===== src/ooram_pkg.sv =====
// Shared types, codes and note helper functions for the out-of-range alarm monitor.
package ooram_pkg;

  // Alarm states, also the event codes of state notes
  localparam logic [1:0] ST_NORMAL = 2'd0;
  localparam logic [1:0] ST_HIGH   = 2'd1;
  localparam logic [1:0] ST_LOW    = 2'd2;
  localparam logic [1:0] ST_FAULT  = 2'd3;

  localparam logic [2:0] PEND_NONE    = 3'd4;
  localparam logic [2:0] CODE_OVERDUE = 3'd4;

  localparam logic [1:0] KIND_SAMPLE = 2'd0;
  localparam logic [1:0] KIND_TICK   = 2'd1;
  localparam logic [1:0] KIND_ACK    = 2'd2;
  localparam logic [1:0] KIND_MAINT  = 2'd3;

  localparam logic [2:0] REG_HIGH_LIMIT = 3'd0;
  localparam logic [2:0] REG_LOW_LIMIT  = 3'd1;
  localparam logic [2:0] REG_DEAD_BAND  = 3'd2;
  localparam logic [2:0] REG_DELAY      = 3'd3;
  localparam logic [2:0] REG_ESCALATE   = 3'd4;

  localparam int NOTE_CAP   = 2;
  localparam int FIFO_DEPTH = 4;

  typedef struct packed {
    logic [31:0] note_time;
    logic [2:0]  event_code;
    logic [31:0] note_value;
    logic [1:0]  current_state;
    logic        last_note;
  } note_t;

  typedef struct packed {
    logic [1:0] cnt;
    logic [2:0] code0;
    logic [2:0] code1;
  } note_list_t;

  // Working copy of the alarm state while one event is evaluated
  typedef struct packed {
    logic [1:0]  st;
    logic [2:0]  pt;
    logic [1:0]  ns;
    logic        ua;
    logic        esc;
    logic        mnt;
    logic [31:0] ps;
    logic [31:0] es;
    note_list_t  nl;
  } alarm_ctx_t;

  function automatic note_list_t put_note(input note_list_t nl, input logic mute,
                                          input logic [2:0] code);
    note_list_t r;
    r = nl;
    if (!mute && (r.cnt < 2'(NOTE_CAP))) begin
      if (r.cnt == 2'd0) r.code0 = code;
      else r.code1 = code;
      r.cnt = r.cnt + 2'd1;
    end
    return r;
  endfunction

  function automatic alarm_ctx_t announce(input alarm_ctx_t c, input logic [31:0] now,
                                          input logic [1:0] s);
    alarm_ctx_t r;
    r = c;
    r.nl = put_note(r.nl, r.mnt, {1'b0, s});
    r.ns = s;
    if ((s == ST_HIGH) || (s == ST_LOW)) begin
      r.ua  = 1'b1;
      r.es  = now;
      r.esc = 1'b0;
    end
    return r;
  endfunction

  function automatic alarm_ctx_t go_state(input alarm_ctx_t c, input logic [31:0] now,
                                          input logic [1:0] s);
    alarm_ctx_t r;
    r = c;
    r.st = s;
    if (!r.mnt) r = announce(r, now, s);
    return r;
  endfunction

endpackage


===== src/out_of_range_alarm_monitor.sv =====
// Out-of-range alarm monitor: event register, single-pass evaluation, note queue.
// Path: an event is held in the input register, evaluated there, and its notes are written
// to the note queue, which shows them on out_tvalid in order.
// Throughput, out_tready high: one event per cycle while events give at most one note and
// the queue has room for two; two-note events are bound by the one-note-per-cycle queue.
// Reset: synchronous, active low; clears alarm state, registers and the note queue.
module out_of_range_alarm_monitor (
  input  logic        clk,
  input  logic        rst_n,
  // input stream
  input  logic        in_tvalid,
  output logic        in_tready,
  input  logic [71:0] in_tdata,   // now_time[31:0], sample_value[63:32], fault_flag[64],
                                  // maint_on[65], zero[71:66]
  input  logic [1:0]  in_tuser,   // kind[1:0]
  // result stream
  output logic        out_tvalid,
  input  logic        out_tready,
  output logic [71:0] out_tdata,  // note_time[31:0], note_value[63:32],
                                  // current_state[65:64], zero[71:66]
  output logic [2:0]  out_tuser,  // event_code[2:0]
  output logic        out_tlast,  // last_note
  // configuration
  input  logic        cfg_psel,
  input  logic        cfg_penable,
  input  logic        cfg_pwrite,
  input  logic [4:0]  cfg_paddr,
  input  logic [31:0] cfg_pwdata,
  output logic [31:0] cfg_prdata,
  output logic        cfg_pready
);

  // configuration registers
  logic signed [31:0] high_limit_r, low_limit_r;
  logic [30:0]        dead_band_r;
  logic [31:0]        delay_r, escalate_r;
  logic [2:0]         reg_idx;

  // input register
  logic        in_valid_r;
  logic [1:0]  kind_r;
  logic [31:0] now_r;
  logic [31:0] sample_r;
  logic        fault_r, maint_on_r;

  // alarm state
  logic [31:0] latest_r, last_value_r;
  ooram_pkg::alarm_ctx_t ctx_r;

  // note queue
  ooram_pkg::note_t fifo_r [ooram_pkg::FIFO_DEPTH];
  logic [1:0]  wr_ptr_r, rd_ptr_r;
  logic [2:0]  fifo_cnt_r, fifo_cnt_nxt;
  logic        pop;

  // evaluation
  logic        proc, old_ev, hi_c, lo_c, do_timer;
  logic signed [32:0] val_x, hi_db_x, lo_db_x, hi_x, lo_x;
  logic [31:0] now_ps, now_es;
  logic [31:0] last_value_nxt;
  ooram_pkg::alarm_ctx_t c0, c1, c2, c3, ctx_nxt;
  logic [2:0]  tgt;
  logic [1:0]  n_notes;
  ooram_pkg::note_t note0, note1;

  // ---------------- configuration port ----------------
  assign cfg_pready = 1'b1;
  assign reg_idx    = cfg_paddr[4:2];

  always_ff @(posedge clk) begin
    if (!rst_n) begin
      high_limit_r <= '0;
      low_limit_r  <= '0;
      dead_band_r  <= '0;
      delay_r      <= '0;
      escalate_r   <= '0;
    end else if (cfg_psel && cfg_penable && cfg_pwrite && cfg_pready) begin
      case (reg_idx)
        ooram_pkg::REG_HIGH_LIMIT: high_limit_r <= cfg_pwdata;
        ooram_pkg::REG_LOW_LIMIT:  low_limit_r  <= cfg_pwdata;
        ooram_pkg::REG_DEAD_BAND:  dead_band_r  <= cfg_pwdata[30:0];
        ooram_pkg::REG_DELAY:      delay_r      <= cfg_pwdata;
        ooram_pkg::REG_ESCALATE:   escalate_r   <= cfg_pwdata;
        default: ;
      endcase
    end
  end

  always_comb begin
    case (reg_idx)
      ooram_pkg::REG_HIGH_LIMIT: cfg_prdata = high_limit_r;
      ooram_pkg::REG_LOW_LIMIT:  cfg_prdata = low_limit_r;
      ooram_pkg::REG_DEAD_BAND:  cfg_prdata = {1'b0, dead_band_r};
      ooram_pkg::REG_DELAY:      cfg_prdata = delay_r;
      ooram_pkg::REG_ESCALATE:   cfg_prdata = escalate_r;
      default:                   cfg_prdata = '0;
    endcase
  end

  // ---------------- input register ----------------
  // room for a full pair of notes is needed before an event is evaluated
  assign proc      = in_valid_r && (fifo_cnt_r <= 3'(ooram_pkg::FIFO_DEPTH - ooram_pkg::NOTE_CAP));
  assign in_tready = !in_valid_r || proc;

  always_ff @(posedge clk) begin
    if (!rst_n) in_valid_r <= 1'b0;
    else if (in_tready) in_valid_r <= in_tvalid;
  end

  always_ff @(posedge clk) begin
    if (in_tready && in_tvalid) begin
      kind_r     <= in_tuser;
      now_r      <= in_tdata[31:0];
      sample_r   <= in_tdata[63:32];
      fault_r    <= in_tdata[64];
      maint_on_r <= in_tdata[65];
    end
  end

  // ---------------- event evaluation ----------------
  assign val_x   = {sample_r[31], sample_r};
  assign hi_x    = {high_limit_r[31], high_limit_r};
  assign lo_x    = {low_limit_r[31], low_limit_r};
  assign hi_db_x = hi_x - $signed({2'b00, dead_band_r});
  assign lo_db_x = lo_x + $signed({2'b00, dead_band_r});
  assign hi_c    = val_x > hi_x;
  assign lo_c    = val_x < lo_x;
  assign old_ev  = now_r < latest_r;
  assign do_timer = !((kind_r == ooram_pkg::KIND_SAMPLE) && fault_r);

  always_comb begin
    c0      = ctx_r;
    c0.nl   = '0;
    tgt     = ooram_pkg::PEND_NONE;
    // sample handling
    if (kind_r == ooram_pkg::KIND_SAMPLE) begin
      if (fault_r) begin
        c0.pt = ooram_pkg::PEND_NONE;
        if (c0.st != ooram_pkg::ST_FAULT)
          c0 = ooram_pkg::go_state(c0, now_r, ooram_pkg::ST_FAULT);
      end else begin
        if (c0.st == ooram_pkg::ST_FAULT) begin
          c0.pt = ooram_pkg::PEND_NONE;
          c0 = ooram_pkg::go_state(c0, now_r, ooram_pkg::ST_NORMAL);
        end
        case (c0.st)
          ooram_pkg::ST_NORMAL: begin
            if (hi_c) tgt = {1'b0, ooram_pkg::ST_HIGH};
            else if (lo_c) tgt = {1'b0, ooram_pkg::ST_LOW};
          end
          ooram_pkg::ST_HIGH: begin
            if (lo_c) tgt = {1'b0, ooram_pkg::ST_LOW};
            else if (val_x < hi_db_x) tgt = {1'b0, ooram_pkg::ST_NORMAL};
          end
          ooram_pkg::ST_LOW: begin
            if (hi_c) tgt = {1'b0, ooram_pkg::ST_HIGH};
            else if (val_x > lo_db_x) tgt = {1'b0, ooram_pkg::ST_NORMAL};
          end
          default: tgt = ooram_pkg::PEND_NONE;
        endcase
        if (tgt == ooram_pkg::PEND_NONE) begin
          c0.pt = ooram_pkg::PEND_NONE;
        end else if (tgt != c0.pt) begin
          c0.pt = tgt;
          c0.ps = now_r;
        end
      end
    end
  end

  // pending transition timer
  assign now_ps = now_r - c0.ps;

  always_comb begin
    c1 = c0;
    if (do_timer && (c1.st != ooram_pkg::ST_FAULT) && (c1.pt != ooram_pkg::PEND_NONE) &&
        (now_ps >= delay_r)) begin
      c1.pt = ooram_pkg::PEND_NONE;
      c1 = ooram_pkg::go_state(c1, now_r, c0.pt[1:0]);
    end
  end

  always_comb begin
    c2 = c1;
    case (kind_r)
      ooram_pkg::KIND_ACK: c2.ua = 1'b0;
      ooram_pkg::KIND_MAINT: begin
        if (maint_on_r && !c2.mnt) begin
          c2.mnt = 1'b1;
        end else if (!maint_on_r && c2.mnt) begin
          c2.mnt = 1'b0;
          // catch-up note when the mode ends
          if (c2.st != c2.ns) c2 = ooram_pkg::announce(c2, now_r, c2.st);
        end
      end
      default: ;
    endcase
  end

  assign now_es = now_r - c2.es;

  always_comb begin
    c3 = c2;
    if (c3.ua && !c3.esc && !c3.mnt && (escalate_r != '0) && (now_es >= escalate_r)) begin
      c3.esc = 1'b1;
      c3.nl  = ooram_pkg::put_note(c3.nl, c3.mnt, ooram_pkg::CODE_OVERDUE);
    end
  end

  assign ctx_nxt        = c3;
  assign n_notes        = old_ev ? 2'd0 : c3.nl.cnt;
  assign last_value_nxt = (kind_r == ooram_pkg::KIND_SAMPLE) ? sample_r : last_value_r;

  always_comb begin
    note0.note_time     = now_r;
    note0.event_code    = c3.nl.code0;
    note0.note_value    = last_value_nxt;
    note0.current_state = c3.st;
    note0.last_note     = (n_notes == 2'd1);
    note1               = note0;
    note1.event_code    = c3.nl.code1;
    note1.last_note     = 1'b1;
  end

  always_ff @(posedge clk) begin
    if (!rst_n) begin
      latest_r     <= '0;
      last_value_r <= '0;
      ctx_r.st     <= ooram_pkg::ST_NORMAL;
      ctx_r.pt     <= ooram_pkg::PEND_NONE;
      ctx_r.ns     <= ooram_pkg::ST_NORMAL;
      ctx_r.ua     <= 1'b0;
      ctx_r.esc    <= 1'b0;
      ctx_r.mnt    <= 1'b0;
      ctx_r.ps     <= '0;
      ctx_r.es     <= '0;
      ctx_r.nl     <= '0;
    end else if (proc && !old_ev) begin
      latest_r     <= now_r;
      last_value_r <= last_value_nxt;
      ctx_r        <= ctx_nxt;
    end
  end

  // ---------------- note queue ----------------
  assign pop          = out_tvalid && out_tready;
  assign fifo_cnt_nxt = fifo_cnt_r + (proc ? {1'b0, n_notes} : 3'd0) - {2'b00, pop};

  always_ff @(posedge clk) begin
    if (!rst_n) begin
      wr_ptr_r   <= '0;
      rd_ptr_r   <= '0;
      fifo_cnt_r <= '0;
    end else begin
      if (proc) wr_ptr_r <= wr_ptr_r + n_notes;
      if (pop) rd_ptr_r <= rd_ptr_r + 2'd1;
      fifo_cnt_r <= fifo_cnt_nxt;
    end
  end

  always_ff @(posedge clk) begin
    if (proc && (n_notes != 2'd0)) fifo_r[wr_ptr_r] <= note0;
    if (proc && (n_notes == 2'd2)) fifo_r[wr_ptr_r + 2'd1] <= note1;
  end

  assign out_tvalid = (fifo_cnt_r != 3'd0);
  assign out_tdata  = {6'd0, fifo_r[rd_ptr_r].current_state, fifo_r[rd_ptr_r].note_value,
                       fifo_r[rd_ptr_r].note_time};
  assign out_tuser  = fifo_r[rd_ptr_r].event_code;
  assign out_tlast  = fifo_r[rd_ptr_r].last_note;

  // ---------------- assertions ----------------
  a_fifo_bound: assert property (@(posedge clk) disable iff (!rst_n)
    fifo_cnt_r <= 3'(ooram_pkg::FIFO_DEPTH))
    else $error("note queue overfilled");

  a_fault_no_pending: assert property (@(posedge clk) disable iff (!rst_n)
    (ctx_r.st == ooram_pkg::ST_FAULT) |-> (ctx_r.pt == ooram_pkg::PEND_NONE))
    else $error("transition pending while in fault");

  a_time_monotonic: assert property (@(posedge clk) disable iff (!rst_n)
    in_valid_r |=> (latest_r >= $past(latest_r)))
    else $error("latest event time went backwards");

  a_escalate_unacked: assert property (@(posedge clk) disable iff (!rst_n)
    $rose(ctx_r.esc) |-> ctx_r.ua)
    else $error("escalation raised without an unacknowledged episode");

  a_old_no_notes: assert property (@(posedge clk) disable iff (!rst_n)
    (proc && old_ev) |=> (fifo_cnt_r <= $past(fifo_cnt_r)))
    else $error("stale event produced a note");

endmodule

===== config.mk =====
export PLATFORM = sky130hd
export DESIGN_NAME = out_of_range_alarm_monitor
export DESIGN_NICKNAME = d
export VERILOG_FILES = /design/src/ooram_pkg.sv /design/src/out_of_range_alarm_monitor.sv
export SDC_FILE = /design/constraint.sdc
export NUM_CORES = 2
export LEC_CHECK = 0
export BUFFER_PORTS_ARGS = -buffer_cell sky130_fd_sc_hd__buf_2
export CAP_MARGIN = 20
export CORE_ASPECT_RATIO = 0.5
export CORE_MARGIN = 10
export CORE_UTILIZATION = 55
export CTS_BUF_LIST = sky130_fd_sc_hd__clkbuf_8
export DETAILED_ROUTE_END_ITERATION = 16
export GPL_TIMING_DRIVEN = 0
export PLACE_DENSITY = 0.73
export SETUP_SLACK_MARGIN = 0.05
export SLEW_MARGIN = 5
export SYNTH_ARGS = -nofsm -noshare
export SYNTH_HDL_FRONTEND = slang
export SYNTH_SLANG_ARGS = --single-unit

===== constraint.sdc =====
create_clock -name clk -period 24.9 [get_ports clk]
set_input_delay 2.49 -clock clk [delete_from_list [all_inputs] [get_ports clk]]
set_output_delay 2.49 -clock clk [all_outputs]
set_load 0.005 [all_outputs]

==> flow_summary.ini <==
[global_routing]
grt_pass1_vias = 31382
antenna_found_initial = 11
grt_max_degree = 48
grt_pass1_wl_um = 193000
gr-total-overflow = 0
grt_usage = 0.303

[yosys]
synth.distinct_cells = 92
synth.most_common_cell = nand2_1
synth_warnings = 0
synth_ff_type = edfxtp_1
synth.area.top_cells = edfxtp_1 (27%), dfxtp_1 (16%), ha_1 (12%)
ys_async_sr_fraction = 0
syn-cell-area_um2 = 39000
synth_edf_count = 344
seq_area_frac_synth = 0.425
yosysTopAreaCellShare = 0.265
ys_ff_latch = 655
syn_area_per_cell_um2 = 9.68
synthCells = 4026
yosys.area.top_type = edfxtp_1
synth_common_cells = nand2_1 (523), a21oi_1 (429), ha_1 (361)

[floorplan]
start_util = 0.560
rows = 68
dieArea_um2 = 82500
core_um2 = 69600
die_h_um = 208
fp.dieW_um = 396
io_pins = 229

[clock_tree]
clockRootBuffer = clkbuf_8
cts_setup_buffers = 0
path_clk_slew_ps = 70
cts_tree = yes
clock_latency_ps = 810
h-tree-depth = 3
cts_resized = 0
clock_sinks = 655
cts_made_buffers = 94
holdBufCountCts = 0
cts_buffer_depth = 3

[timing]
final-hold-violation-count = 0
worst-slew-pin-transition_ps = 1110
post-route-min-period_ps = 23230
drv_slew = 0
setup-violations-final = 0
clock.fmax_mhz = 43.0
rsz0062_at_grt = false
fin_skew_ps = 37.1
max_slew_margin = 0.256
fin_crit_sh = 0.933
finalHoldWorstSlack_ps = 455

[setup_path]
crit_start = low_limit_r[0]
crit_fanout = 42
timing.critical_path.slowest_cell_delay_ps = 600
r2r-end = fifo_r[0][41]
crit_type = flip-flop to flip-flop
ff2ff_path_depth = 87
critPathMostFrequentCell = a21o_1
startpoint_type = flip-flop
timing.rr.start = low_limit_r[0]
cp_num_buf_inv = 8
r2r_slack_ps = 1670
required_ps = 25390
critical_path_depth = 87
crit_arrival_ps = 23720
cpMaxStageDelayCell = o41ai_1
cpLargestDelayFamily = compound AO/OA/AOI/OAI gates
endpoint = fifo_r[0][41]
endpoint_kind = flip-flop

[pwr]
p_per_area_nw_per_um2 = 72.6
ir_worst_vdd_v = 0.0000472
p_leak_nw = 15.5

[drt]
drt_iter0_drc = 3830
wl_per_cell_um = 24.1
viasPerCell = 6.16
postRouteAntennaNets = 0
post-route-drc-count = 0
wl_um = 130000
dr.pass1.iters = 6
route.vias.total = 33128

[placement]
hpwl_um = 99100
io_buffers = 211
finalWeightedCongestion = 1.00

[hold_path]
hold_path.class = flip-flop to flip-flop

[layout]
area_growth_pct = 11.4
final_util = 0.624
drive_gt1_frac = 0.120
nNetsFinal = 4828

[job]
maxCapViolations = 0

[outcome]
status = complete, no violations
==> placed cells by master, fill, tap and decap left out, types with 121 or more instances in the layout <==
| master | n |
|---|---|
| edfxtp_1 | 344 |
| buf_2 | 231 |
| ha_1 | 361 |
| o21ai_0 | 121 |
| clkbuf_1 | 158 |
| nor2_1 | 260 |
| a21oi_1 | 429 |
| inv_1 | 267 |
| dfxtp_1 | 311 |
| nand2_1 | 521 |
==> state kept, by name, indices dropped and copies added (netlist names), named ones only <==
signal / flops
in_valid_r: 1
last_value_r: 32
rd_ptr_r: 2
latest_r: 32
dead_band_r: 31
high_limit_r: 32
ctx_r: 74
sample_r: 32
kind_r: 2
delay_r: 32
now_r: 32
wr_ptr_r: 2
maint_on_r: 1
low_limit_r: 32
fifo_r: 280
fifo_cnt_r: 3
fault_r: 1
escalate_r: 32
==> worst min-delay path, cell delays in order, from the launching register on <==
cell and delay, ps:
dfxtp_1 310, nand2_1 50, a21oi_1 50
==> per-stage QoR <==
| stage | cells | setup WS (ps) | cell area, µm² | total power, mW | TNS, ps |
|---|---|---|---|---|---|
| floorplan | 4031 | 5920 | 39000 | 1.91 | 0 |
| global placement | 5187 | -1620 | 41200 | 2.21 | -199490 |
| detailed placement | 5194 | 1060 | 41400 | 2.23 | 0 |
| CTS | 5368 | 925 | 43400 | 3.14 | 0 |
| global route | 5372 | 54.7 | 43400 | 3.31 | 0 |
| finish | 5376 | 1670 | 43400 | 3.15 | 0 |
==> where the power goes <==
group	switching, mW	internal (mW)
clock network	0.462	0.456
registers	0.0664	1.19
logic	0.564	0.410
total	1.09	2.06
==> cells by family after synthesis <==
| logic type | count (synthesis) | synth area share |
|---|---|---|
| compound gates | 1084 | 0.177 |
| xor+xnor | 121 | 0.0274 |
| fa+ha+maj | 366 | 0.118 |
| buf+inv | 460 | 0.0480 |
| flops | 655 | 0.425 |
| mux | 179 | 0.0690 |
| other cells | 2 | 0.000193 |
| simple gates | 1159 | 0.135 |
==> per-layer routing <==
layer	part of all wire	up-vias	track usage
met5	0	-	0
met4	0.030	0	0.0989
met3	0.10	268	0.0748
met2	0.44	1634	0.457
met1	0.43	15969	0.424
li1	-	15257	-
==> layout make-up <==
cell class | instances | area, µm²
tap | 945 | 1180
sequential | 655 | 16600
clock inverter | 58 | 373
antenna | 9 | 22.5
inverter | 242 | 913
clock buffer | 116 | 1600
buffer | 217 | 965
fill | 5933 | 26200
timing repair buffer | 218 | 1210
multi-input combinational | 2916 | 20600
==> how the worst min path moves through the flow <==
stage,from,endpoint,slack [ps],depth (start not counted)
global placement,latest_r[23],latest_r[23],440,2
global route,latest_r[13],latest_r[13],480,2
CTS,latest_r[22],latest_r[22],460,2
finish,latest_r[14],latest_r[14],450,2
floorplan,latest_r[0],latest_r[0],430,2
detailed placement,latest_r[14],latest_r[14],450,2
Power figures use the tool's default switching activity.
